<file path="src/assert_macros.svh">
// Assertion helpers used by the RTL.
`ifndef ASSERT_MACROS_SVH
`define ASSERT_MACROS_SVH

// Clocked assertion, ignored while reset is asserted.
`define ASSERT_CLK(label, clk, rst_n, prop, msg) \
    label: assert property (@(posedge clk) disable iff (!rst_n) prop) else $error(msg);

// Clocked assertion that also holds during reset.
`define ASSERT_ALWAYS(label, clk, prop, msg) \
    label: assert property (@(posedge clk) prop) else $error(msg);

`endif

</file>
<file path="src/ffba_pkg.sv">
package ffba_pkg;

    localparam int BC_W     = 5;
    localparam int BIDX_W   = 4;
    localparam int REQ_W    = 16;
    localparam int HOLE_W   = 20;

    localparam logic [HOLE_W-1:0] HOLE_MAX = {HOLE_W{1'b1}};

    localparam logic MODE_LOAD  = 1'b0;
    localparam logic MODE_ALLOC = 1'b1;

    typedef enum logic [1:0] {
        ST_IDLE,
        ST_WRITE,
        ST_SCAN,
        ST_DONE
    } t_state;

endpackage

</file>
<file path="src/ffba_ram.sv">
module ffba_ram #(
    parameter int WIDTH = 16,
    parameter int DEPTH = 16
) (
    input  logic                                   i_clk,
    input  logic                                   i_we,
    input  logic [(DEPTH > 1 ? $clog2(DEPTH) : 1)-1:0] i_waddr,
    input  logic [WIDTH-1:0]                       i_wdata,
    input  logic [(DEPTH > 1 ? $clog2(DEPTH) : 1)-1:0] i_raddr,
    output logic [WIDTH-1:0]                       o_rdata
);

    logic [WIDTH-1:0] r_mem [DEPTH];
    logic [WIDTH-1:0] r_rdata;

    always_ff @(posedge i_clk) begin
        if (i_we) begin
            r_mem[i_waddr] <= i_wdata;
        end
        r_rdata <= r_mem[i_raddr];
    end

    assign o_rdata = r_rdata;

endmodule

</file>
<file path="src/first_fit_block_allocator.sv">
// First-fit block allocator. A request is taken when start is high and busy is low; busy
// then stays high until the single result has been shown. The result appears on
// o_granted, o_block_number and o_hole_total for exactly one cycle, marked by o_done, and
// must be captured in that cycle. A load request writes one table entry (if its index is
// in range) and then rescans the table to rebuild the hole total; an allocate request
// scans the table from entry 0. The scan reads one entry per cycle through the single
// read port of the free-space RAM, then waits for the last read to land and closes the
// scan before o_done is raised. The number of blocks in use is the minimum of
// block_count and NUM_BLOCKS. busy drops in the cycle after o_done, and the next request
// can be taken from that cycle on. Reset clears the table through per-entry valid bits,
// so the block is ready in the cycle after reset. block_count is written through the cfg
// channel, which is always ready; write it only while busy is low.
`include "assert_macros.svh"

module first_fit_block_allocator #(
    parameter int NUM_BLOCKS = 16,
    parameter int SIZE_BITS  = 16
) (
    input  logic                          i_clk,
    input  logic                          i_rst_n,
    input  logic                          start,
    output logic                          busy,
    input  logic                          i_mode,
    input  logic [ffba_pkg::BIDX_W-1:0]   i_block_index,
    input  logic [ffba_pkg::REQ_W-1:0]    i_size,
    output logic                          o_done,
    output logic                          o_granted,
    output logic [ffba_pkg::BIDX_W-1:0]   o_block_number,
    output logic [ffba_pkg::HOLE_W-1:0]   o_hole_total,
    input  logic                          i_cfg_valid,
    output logic                          o_cfg_ready,
    input  logic [ffba_pkg::BC_W-1:0]     i_cfg_data
);

    localparam int IDX_W = (NUM_BLOCKS > 1) ? $clog2(NUM_BLOCKS) : 1;
    localparam int CMP_W = (SIZE_BITS > ffba_pkg::REQ_W) ? SIZE_BITS : ffba_pkg::REQ_W;
    localparam int SUM_W = ((SIZE_BITS > ffba_pkg::HOLE_W) ? SIZE_BITS : ffba_pkg::HOLE_W) + 1;
    localparam logic [SIZE_BITS-1:0] SIZE_MAX = {SIZE_BITS{1'b1}};

    ffba_pkg::t_state r_state, n_state;

    logic [ffba_pkg::BC_W-1:0]   r_bc;
    logic [ffba_pkg::BC_W-1:0]   r_n;
    logic [ffba_pkg::BC_W-1:0]   r_cnt;
    logic [ffba_pkg::BC_W-1:0]   r_ev_idx;
    logic                        r_pend;
    logic                        r_rd_vld;
    logic                        r_mode;
    logic [ffba_pkg::BIDX_W-1:0] r_idx_in;
    logic [ffba_pkg::REQ_W-1:0]  r_size;
    logic                        r_granted;
    logic [ffba_pkg::BIDX_W-1:0] r_number;
    logic [ffba_pkg::HOLE_W-1:0] r_acc;
    logic [NUM_BLOCKS-1:0]       r_valid;

    logic                        accept;
    logic                        issue;
    logic                        load_in_range;
    logic [SIZE_BITS-1:0]        load_val;
    logic [SIZE_BITS-1:0]        ev_val;
    logic                        fits;
    logic [SIZE_BITS-1:0]        ev_rem;
    logic [SUM_W-1:0]            acc_sum;
    logic [ffba_pkg::HOLE_W-1:0] n_acc;
    logic [ffba_pkg::BC_W-1:0]   bc_clip;

    logic                        ram_we;
    logic [IDX_W-1:0]            ram_waddr;
    logic [SIZE_BITS-1:0]        ram_wdata;
    logic [IDX_W-1:0]            ram_raddr;
    logic [SIZE_BITS-1:0]        ram_rdata;

    ffba_ram #(
        .WIDTH (SIZE_BITS),
        .DEPTH (NUM_BLOCKS)
    ) u_ram (
        .i_clk   (i_clk),
        .i_we    (ram_we),
        .i_waddr (ram_waddr),
        .i_wdata (ram_wdata),
        .i_raddr (ram_raddr),
        .o_rdata (ram_rdata)
    );

    assign accept      = start && !busy;
    assign o_cfg_ready = 1'b1;
    assign bc_clip     = (int'(r_bc) > NUM_BLOCKS) ? ffba_pkg::BC_W'(NUM_BLOCKS) : r_bc;
    assign issue       = (r_state == ffba_pkg::ST_SCAN) && (r_cnt < r_n);
    assign ram_raddr   = IDX_W'(r_cnt);

    assign load_in_range = int'(r_idx_in) < NUM_BLOCKS;
    assign load_val      = (CMP_W'(r_size) > CMP_W'(SIZE_MAX)) ? SIZE_MAX
                                                               : SIZE_BITS'(r_size);

    // Entries never written since reset read as zero.
    assign ev_val  = r_rd_vld ? ram_rdata : '0;
    assign fits    = r_pend && (r_mode == ffba_pkg::MODE_ALLOC) && !r_granted
                     && (CMP_W'(ev_val) >= CMP_W'(r_size));
    assign ev_rem  = fits ? SIZE_BITS'(CMP_W'(ev_val) - CMP_W'(r_size)) : ev_val;
    assign acc_sum = SUM_W'(r_acc) + SUM_W'(ev_rem);
    assign n_acc   = (acc_sum > SUM_W'(ffba_pkg::HOLE_MAX)) ? ffba_pkg::HOLE_MAX
                                                            : ffba_pkg::HOLE_W'(acc_sum);

    // Next state.
    always_comb begin
        n_state = r_state;
        unique case (r_state)
            ffba_pkg::ST_IDLE: begin
                if (accept) begin
                    n_state = (i_mode == ffba_pkg::MODE_LOAD) ? ffba_pkg::ST_WRITE
                                                              : ffba_pkg::ST_SCAN;
                end
            end
            ffba_pkg::ST_WRITE: begin
                n_state = ffba_pkg::ST_SCAN;
            end
            ffba_pkg::ST_SCAN: begin
                if (!issue && !r_pend) begin
                    n_state = ffba_pkg::ST_DONE;
                end
            end
            ffba_pkg::ST_DONE: begin
                n_state = ffba_pkg::ST_IDLE;
            end
            default: begin
                n_state = ffba_pkg::ST_IDLE;
            end
        endcase
    end

    // Outputs and RAM write control.
    always_comb begin
        busy      = 1'b1;
        o_done    = 1'b0;
        ram_we    = 1'b0;
        ram_waddr = IDX_W'(r_ev_idx);
        ram_wdata = ev_rem;
        unique case (r_state)
            ffba_pkg::ST_IDLE: begin
                busy = 1'b0;
            end
            ffba_pkg::ST_WRITE: begin
                ram_we    = load_in_range;
                ram_waddr = IDX_W'(r_idx_in);
                ram_wdata = load_val;
            end
            ffba_pkg::ST_SCAN: begin
                ram_we = fits;
            end
            ffba_pkg::ST_DONE: begin
                o_done = 1'b1;
            end
            default: begin
                busy = 1'b1;
            end
        endcase
    end

    assign o_granted      = r_granted;
    assign o_block_number = r_number;
    assign o_hole_total   = r_acc;

    always_ff @(posedge i_clk) begin
        if (!i_rst_n) begin
            r_state <= ffba_pkg::ST_IDLE;
            r_bc    <= '0;
            r_valid <= '0;
            r_pend  <= 1'b0;
            r_cnt   <= '0;
        end else begin
            r_state <= n_state;
            if (i_cfg_valid && o_cfg_ready) begin
                r_bc <= i_cfg_data;
            end
            if (ram_we) begin
                r_valid[ram_waddr] <= 1'b1;
            end
            if (accept) begin
                r_cnt  <= '0;
                r_pend <= 1'b0;
            end else if (r_state == ffba_pkg::ST_SCAN) begin
                r_pend <= issue;
                if (issue) begin
                    r_cnt <= r_cnt + 1'b1;
                end
            end
        end
    end

    // Request capture and scan datapath.
    always_ff @(posedge i_clk) begin
        if (accept) begin
            r_mode    <= i_mode;
            r_idx_in  <= i_block_index;
            r_size    <= i_size;
            r_n       <= bc_clip;
            r_granted <= 1'b0;
            r_number  <= '0;
            r_acc     <= '0;
        end else if (r_state == ffba_pkg::ST_SCAN) begin
            r_ev_idx <= r_cnt;
            r_rd_vld <= r_valid[ram_raddr];
            if (r_pend) begin
                r_acc <= n_acc;
            end
            if (fits) begin
                r_granted <= 1'b1;
                r_number  <= ffba_pkg::BIDX_W'(r_ev_idx);
            end
        end
    end

    `ASSERT_CLK(a_done_to_idle, i_clk, i_rst_n, o_done |=> !busy, "done not followed by idle")
    `ASSERT_CLK(a_accept_busy, i_clk, i_rst_n, (start && !busy) |=> busy, "accept did not raise busy")
    `ASSERT_CLK(a_grant_alloc, i_clk, i_rst_n, (o_done && o_granted) |-> (r_mode == ffba_pkg::MODE_ALLOC), "grant on a load request")
    `ASSERT_CLK(a_nogrant_zero, i_clk, i_rst_n, (o_done && !o_granted) |-> (o_block_number == '0), "block number set without grant")
    `ASSERT_CLK(a_cnt_bound, i_clk, i_rst_n, (r_state == ffba_pkg::ST_SCAN) |-> (r_cnt <= r_n), "scan counter past blocks in use")

endmodule
</file>
<file path="config.mk">
export PLATFORM = sky130hd
export DESIGN_NAME = first_fit_block_allocator
export DESIGN_NICKNAME = d
export VERILOG_FILES = /design/src/ffba_pkg.sv /design/src/ffba_ram.sv /design/src/first_fit_block_allocator.sv
export VERILOG_INCLUDE_DIRS = /design/src /design/src/src
export SDC_FILE = /design/constraint.sdc
export NUM_CORES = 1
export LEC_CHECK = 0
export ABC_AREA = 1
export BUFFER_PORTS_ARGS = -buffer_cell sky130_fd_sc_hd__buf_4
export CORE_MARGIN = 2
export CORE_UTILIZATION = 50
export CTS_BUF_LIST = sky130_fd_sc_hd__clkbuf_8
export CTS_CLUSTER_SIZE = 10
export DETAILED_ROUTE_END_ITERATION = 7
export GPL_TIMING_DRIVEN = 0
export PLACE_DENSITY = 0.74
export SYNTH_ARGS = -nofsm -noshare
export SYNTH_HDL_FRONTEND = slang
export SYNTH_SLANG_ARGS = --single-unit
</file>
<file path="constraint.sdc">
create_clock -name i_clk -period 5.4 [get_ports i_clk]
set_clock_uncertainty 0.15 [all_clocks]
set_input_delay 0.81 -clock i_clk [delete_from_list [all_inputs] [get_ports i_clk]]
set_output_delay 0.81 -clock i_clk [all_outputs]
set_load 0.005 [all_outputs]
</file>
==> summary.md, run 1 <==
| Metric | Value |
|---|---|
| First-pass GRT wire length | about 65 mm |
| Post-synthesis mux area share | 0.0620% |
| Die H | around 180 µm |
| WL/cell | 19.7 µm |
| Vias per Instance | about 5.7 |
| Xor and xnor area share after synthesis | less than 1% |
| Worst path bufs/invs | 6 |
| Power Dens Cells | 471 mW/mm² |
| Gate Count Post-Synth | between 1.5k and 2k |
| Largest net degree at the start of global routing | 33 |
| Distinct cells, synth | 46 |
| Post-synthesis adder-cell area fraction | between 3 and 4% |
| Final Max Tran Viols | 0 |
| Final ANT Viol Nets | 0 |
| Synth Register Bits | about 360 |
| Register area | roughly 0.01 mm² |
| CTS tree | yes |
| Simple-Gate Fraction of Synth Area | about 14% |
| Fin. Hold Viols | 0 |
| Final-layout fill cell count | about 2.6k |
| DRC errors left | 0 |
| Tmin final | 4.89 ns |
| CTS root buffer | clkbuf_8 |
| I/O Buffers | 56 |
| Synth Area in Compound Gates | between 10% and 20% |
| Reg clk slew, reported paths | ~0.06 ns |
| Hpwl dp | ~30 mm |
| Cell taking the most area after synthesis | edfxtp_1 |
| HP Class | input port to flip-flop |
| Starting Density | between 50% and 60% |
| Gr usage total | between 20% and 30% |
| First-pass DRT Iterations | 6 |
| Yosys top cell area share | 53.4% |
| Clk buf depth | 3 |
| I/O pins | 58 |
| Initial DRC count | roughly 1.1k |
| Actual slew at the worst max-slew pin | between 1 and 1.5 ns |
| Antenna violations before repair | 0 |
| Lkg Pwr | between 7 and 8 nW |
| Final Cycle Share | 90.5% |
| Top cells by area, synth | edfxtp_1, dfxtp_1, o21ai_0, nand2_1, nor2_1 |
| N_diodes | 0 |
| TritonCTS buffer count | 56 |
| Vias in the first global route | about 12k |
| Multi-input gate area | about 0.0052 mm² |
| # setup viols final | 0 |
| Routability congestion estimate | 0.894 |
| RSZ-0062 raised after global routing | false |
| Family with the most delay on the worst path | simple AND/OR/NAND/NOR gates |
| Clock Latency Late Sink | around 0.64 ns |
| Worst VDD drop | between 0.0003 and 0.0004 V |
| Yosys warning total | 0 |
| Core Area | approximately 0.032 mm² |
| Seq/Total Area, Yosys | about 62% |
| Mapped Area | roughly 0.016 mm² |
| Critical path startpoint category | flip-flop |
| Routed Wire Length | approximately 42 mm |
| H-tree Lvls | 2 |
| Final Util | 57.5% |
| Syn_area_per_cell | 10.2 µm² |
| Slowest stage delay, CP | ~0.48 ns |
| Synthesized Nets | 1652 |
| Vias | 12.2k |
| Final hold slack | 0.197 ns |
| Main combinational cell family by area after synthesis | simple AND/OR/NAND/NOR gates |
| Final Cell Area | between 0.015 and 0.02 mm² |
| Crit path capture type | flip-flop |
| Post-placement cell area | 0.0171 mm² |
| Max Cap Viol | 0 |
| Worst Path Arrival | 5.23 ns |
| Rows | 65 |
| WP data required | around 5.8 ns |
| Most frequent CP cell | nand2_1 |
| Crit Path Max Fanout | 10 |
| NumNets Final | between 1.5k and 2k |
| Clock sink total | 357 |
| Slowest cell on the critical path | edfxtp_1 |
| Synthesis-to-layout area growth | 13.0% |
| Status | finished clean |
| Slew HR | approximately 15% |
| DIE WIDTH | ~180 µm |
| Critical path class | flip-flop to flip-flop |
| GRT Residual Overflow | 0 |
| FMAX | roughly 0.20 GHz |
| Die area | 0.0337 mm² |
| Layout cells sized above 1 | 10.9% |
| Setup TNS | 0 ns |
-- final timing paths --
| path | from | end | slack (ns) | depth (start not counted) |
|---|---|---|---|---|
| setup / recovery | r_rd_vld$_DFFE_PP_ | o_hole_total[3]$_SDFFE_PP0P_ | 0.51 | 29 |
| hold / removal | i_block_index[0] | r_idx_in[0]$_DFFE_PP_ | 0.20 | 1 |
| setup reg to reg | r_rd_vld$_DFFE_PP_ | o_hole_total[3]$_SDFFE_PP0P_ | 0.51 | 29 |
| hold reg to reg | r_valid[15]$_SDFFE_PN0P_ | r_valid[15]$_SDFFE_PN0P_ | 0.30 | 2 |
-- state kept, by name, summed over array words and instances (netlist names) --
signal          count
o_hole_total       20
r_pend              1
r_idx_in            4
r_size             16
r_ev_idx            4
u_ram.r_mem       256
r_n                 5
r_bc                5
r_cnt               5
r_valid            16
r_rd_vld            1
o_block_number      4
r_mode              1
o_granted           1
r_state             2
u_ram.o_rdata      16
-- area by class of cell --
cell class / instances / area share, %
buffer: 70 / 1.74
clock buffer: 59 / 4.45
clock inverter: 44 / 1.62
inverter: 157 / 3.23
multi-input combinational: 992 / 28.6
sequential: 357 / 54.9
tap: 402 / 2.76
timing repair buffer: 65 / 2.67
-- repair_timing --
item,4_1_cts,5_1_grt
hold buffers,0,0
hold endpoints to repair,0,0
buffers inserted,0,0
endpoints found under the setup margin,0,17
gates resized for setup,0,2
-- cells in the final DEF, fill, tap and decap left out, types with 2 or more instances in the layout --
master     count
o22ai_1       37
inv_1        165
nor3_1         4
clkbuf_8      59
clkinv_2      11
o211ai_1       7
and2_1         2
buf_1          3
nand3_2       11
fa_1           2
o21a_1         5
clkbuf_1      53
o21ai_0      177
bufinv_16      3
nand3_1       77
ha_1          43
a21oi_1       81
dfxtp_1       70
xor2_1         9
inv_2          4
o221ai_1      27
o21ai_2        3
a21boi_0       2
buf_2          6
a311oi_1       2
or2_0          4
nor2_1       203
nand2_1      228
nand4_1        9
buf_4         69
buf_6          2
clkinv_1      14
edfxtp_1     287
nand2_2        5
nand3b_1       5
a21oi_2        8
o21bai_1       5
a21o_1         5
xnor2_1        8
o21ai_1       15
-- kinds of logic (layout without fill, tap and decap cells) --
kind of cell	after synthesis	in the layout
and+or+nand+nor	552	552
AOI/OAI and AO/OA	376	376
DFF	357	357
buffers and inverters	228	395
adders and majority gates	45	45
xor gates and xnor gates	17	17
other	1	1
muxes	1	1
-- metal layers --
layer,track usage [%],wire (µm),up-vias
met2,41.8,20000,585
met3,3.76,3490,121
met4,13.8,2100,0
met1,32.6,16800,5764
li1,-,-,5758
met5,0,0,-
-- through the flow --
stage	instances	total power [mW]	worst slack (ns)
detailed placement	2044	6.34	0.322
global placement	2035	6.23	0.105
floorplan	1577	5.35	1.22
global route	2146	9.04	0.0815
CTS	2147	8.59	0.274
finish	2146	8.60	0.513
-- cells in the mapped netlist, drive strengths merged --
cell / instances
a21o: 5
nor2: 203
o22ai: 37
edfxtp: 287
buf: 16
fa: 2
or2: 5
nor3: 4
clkinv: 5
conb: 1
a21oi: 89
o21ai: 195
nand3b: 5
mux2i: 1
xnor2: 8
clkbuf: 55
o221ai: 27
nand2: 234
a41oi: 1
o21a: 5
a21boi: 2
inv: 152
nand3: 89
a311oi: 2
dfxtp: 70
xor2: 9
o211ai: 7
nor4: 1
and2: 2
ha: 43
a22oi: 1
o21bai: 5
nand4: 9
-- report_power, final --
| group | internal, mW | switching, mW | total, mW |
|---|---|---|---|
| Clock | 1.17 | 1.09 | 2.27 |
| Combinational | 0.775 | 1.93 | 2.70 |
| Sequential | 3.51 | 0.125 | 3.63 |
Power figures use the tool's default switching activity.
==> inputs of run 2 (changes only) <==
- clock period: 5.4 -> 6 ns (I/O delays scaled with it)
==> summary.md, run 2 (synthesis gave the netlist of run 1 again) <==
| Metric | Value |
|---|---|
| Largest net degree at the start of global routing | 33 (unchanged) |
| Most frequent cells in the layout | edfxtp_1, nand2_1, nor2_1 |
| Final Max Tran Viols | 0 (unchanged) |
| Starting Density | 50.9% (unchanged) |
| Critical path class | flip-flop to flip-flop |
| FMAX | 0.195 GHz (-4.9%) |
| WL/cell | 19.7 µm (about the same) |
| Post-CTS sizing | 0 (unchanged) |
| Final Total Pwr | 7.75 mW (-9.9%) |
| Die H | 184 µm (unchanged) |
| Vias per Instance | 5.70 (about the same) |
| Initial DRC count | 1197 (+10%) |
| Fin. Hold Viols | 0 (unchanged) |
| Clk buf depth | 3 (unchanged) |
| Non-Filler Instances | 2147 (+0.047%) |
| I/O Buffers | 56 (unchanged) |
| Rows | 65 (unchanged) |
| Slowest cell on the critical path | fa_1 |
| Synthesis-to-layout area growth | 13.0% (about the same) |
| Slew HR | 15.0% (+0.37 points) |
| Most flops, register | u_ram.r_mem |
| Net Sw Power | 2.84 mW (-9.9%) |
| CTS root buffer | clkbuf_8 |
| Actual slew at the worst max-slew pin | 1.27 ns (-0.00549 ns) |
| Final Util | 57.5% (about the same) |
| Reg clk slew, reported paths | 0.06 ns (about the same) |
| DIE WIDTH | 184 µm (unchanged) |
| Routed Wire Length | 42.3 mm (about the same) |
| Slowest stage delay, CP | 0.45 ns (-0.03 ns) |
| Core Area | 0.0317 mm² (unchanged) |
| TritonCTS buffer count | 56 (unchanged) |
| Routability congestion estimate | 0.894 (unchanged) |
| Sequential power share | 42.1% (about the same) |
| Worst VDD drop | 0.000271 V (-9.8%) |
| N_diodes | 0 (unchanged) |
| Final Cycle Share | 85.6% (-4.9 points) |
| Max reg flops | 256 (unchanged) |
| Max Cap Viol | 0 (unchanged) |
| I/O pins | 58 (unchanged) |
| HP Class | input port to flip-flop |
| # setup viols final | 0 (unchanged) |
| First-pass GRT wire length | 65.4 mm (unchanged) |
| Hold Buf Count CTS | 0 (unchanged) |
| RSZ-0062 raised after global routing | false |
| First-pass DRT Iterations | 6 (unchanged) |
| Combinational fraction of design power | 31.5% (about the same) |
| H-tree Lvls | 2 (unchanged) |
| Lkg Pwr | 7.24 nW (about the same) |
| WP data required | 6.35 ns (+0.60 ns) |
| Worst Path Arrival | 5.49 ns (+0.26 ns) |
| NumNets Final | 1775 (+0.056%) |
| P_int | 4.91 mW (-10%) |
| Setup TNS | 0 ns (unchanged) |
| Gr usage total | 25.4% (unchanged) |
| Vias in the first global route | 12.0k (unchanged) |
| Power Dens Cells | 424 mW/mm² (-10%) |
| Crit path capture type | flip-flop |
| Tmin final | 5.14 ns (+0.251 ns) |
| CTS tree | yes |
| DRC errors left | 0 (unchanged) |
| Clock sink total | 357 (unchanged) |
| Die area | 0.0337 mm² (unchanged) |
| Vias | 12.2k (+0.14%) |
| GRT Residual Overflow | 0 (unchanged) |
| Clock Latency Late Sink | 0.65 ns (about the same) |
| Crit Path Max Fanout | 10 (unchanged) |
| Post-CTS Setup Repair Bufs | 0 (unchanged) |
| Placed instance count | 2044 (unchanged) |
| Antenna violations before repair | 0 (unchanged) |
| Layout cells sized above 1 | 10.8% (-0.064 points) |
| Hpwl dp | 29.7 mm (unchanged) |
| Commonest non-fill, non-tap cell in the layout | edfxtp_1 |
| Part of the power in the clock network | 26.4% (about the same) |
| Sw frac | 36.6% (about the same) |
| Critical path startpoint category | flip-flop |
| Status | finished clean |
| Final ANT Viol Nets | 0 (unchanged) |
| Most frequent CP cell | nand2_1 |
[run 2: cell types whose count changed in the layout (fill, tap and decap cells not counted)]
cell	change
clkbuf_1	+2
clkbuf_2	-1
[run 2: power by group through the flow]
stage | registers (mW) | logic, mW | clock network [mW]
2_1_floorplan | 3.27 | 1.55 | 0
3_3_place_gp | 3.33 | 2.28 | 0
3_5_place_dp | 3.31 | 2.40 | 0
4_1_cts | 3.26 | 2.40 | 2.06
5_1_grt | 3.28 | 2.69 | 2.17
6_report | 3.26 | 2.44 | 2.04
[run 2: layer usage]
layer	track usage (%)	vias to the layer above	wire [µm]
met2	41.8	604	20000
met5	0	-	0
met3	3.76	123	3440
met4	13.8	0	2050
met1	32.6	5759	16800
li1	-	5759	-
[run 2: path summary, 6_finish.rpt]
kind	start	endpoint	slack, ns	cells past startpoint
setup / recovery	r_rd_vld$_DFFE_PP_	o_hole_total[3]$_SDFFE_PP0P_	0.86	30
hold / removal	i_size[10]	r_size[10]$_DFFE_PP_	0.29	1
setup reg to reg	r_rd_vld$_DFFE_PP_	o_hole_total[3]$_SDFFE_PP0P_	0.86	30
hold reg to reg	r_valid[15]$_SDFFE_PN0P_	r_valid[15]$_SDFFE_PN0P_	0.30	2
[run 2: final cells by class]
cell class / count / area (µm²)
plain buffers: 71 / 320
clock buffers: 59 / 812
clock inverters: 44 / 295
fillers: 2648 / 13500
inverters: 157 / 589
multi-input cells: 992 / 5220
flip-flops and latches: 357 / 10000
well taps: 402 / 503
repair buffers: 65 / 488
[run 2: stage by stage]
| step | setup WS [ns] | cell area, µm² | hold slack [ns] |
|---|---|---|---|
| 2_1_floorplan | 1.82 | 16100 | 0.277 |
| 3_3_place_gp | 0.705 | 17100 | 0.285 |
| 3_5_place_dp | 0.922 | 17100 | 0.290 |
| 4_1_cts | 0.874 | 18300 | 0.261 |
| 5_1_grt | 0.369 | 18300 | 0.271 |
| 6_report | 0.861 | 18300 | 0.288 |
[run 2: worst max-delay path, delay by kind of cell, from the launching register on]
| family | cells | cell delay (ns) |
|---|---|---|
| buffers and inverters | 7 | 1.23 |
| AND/OR/NAND/NOR | 16 | 1.55 |
| adder cells (fa/ha/maj) | 4 | 1.32 |
| AO/OA/AOI/OAI | 3 | 0.41 |
| flip-flops | 1 | 0.32 |
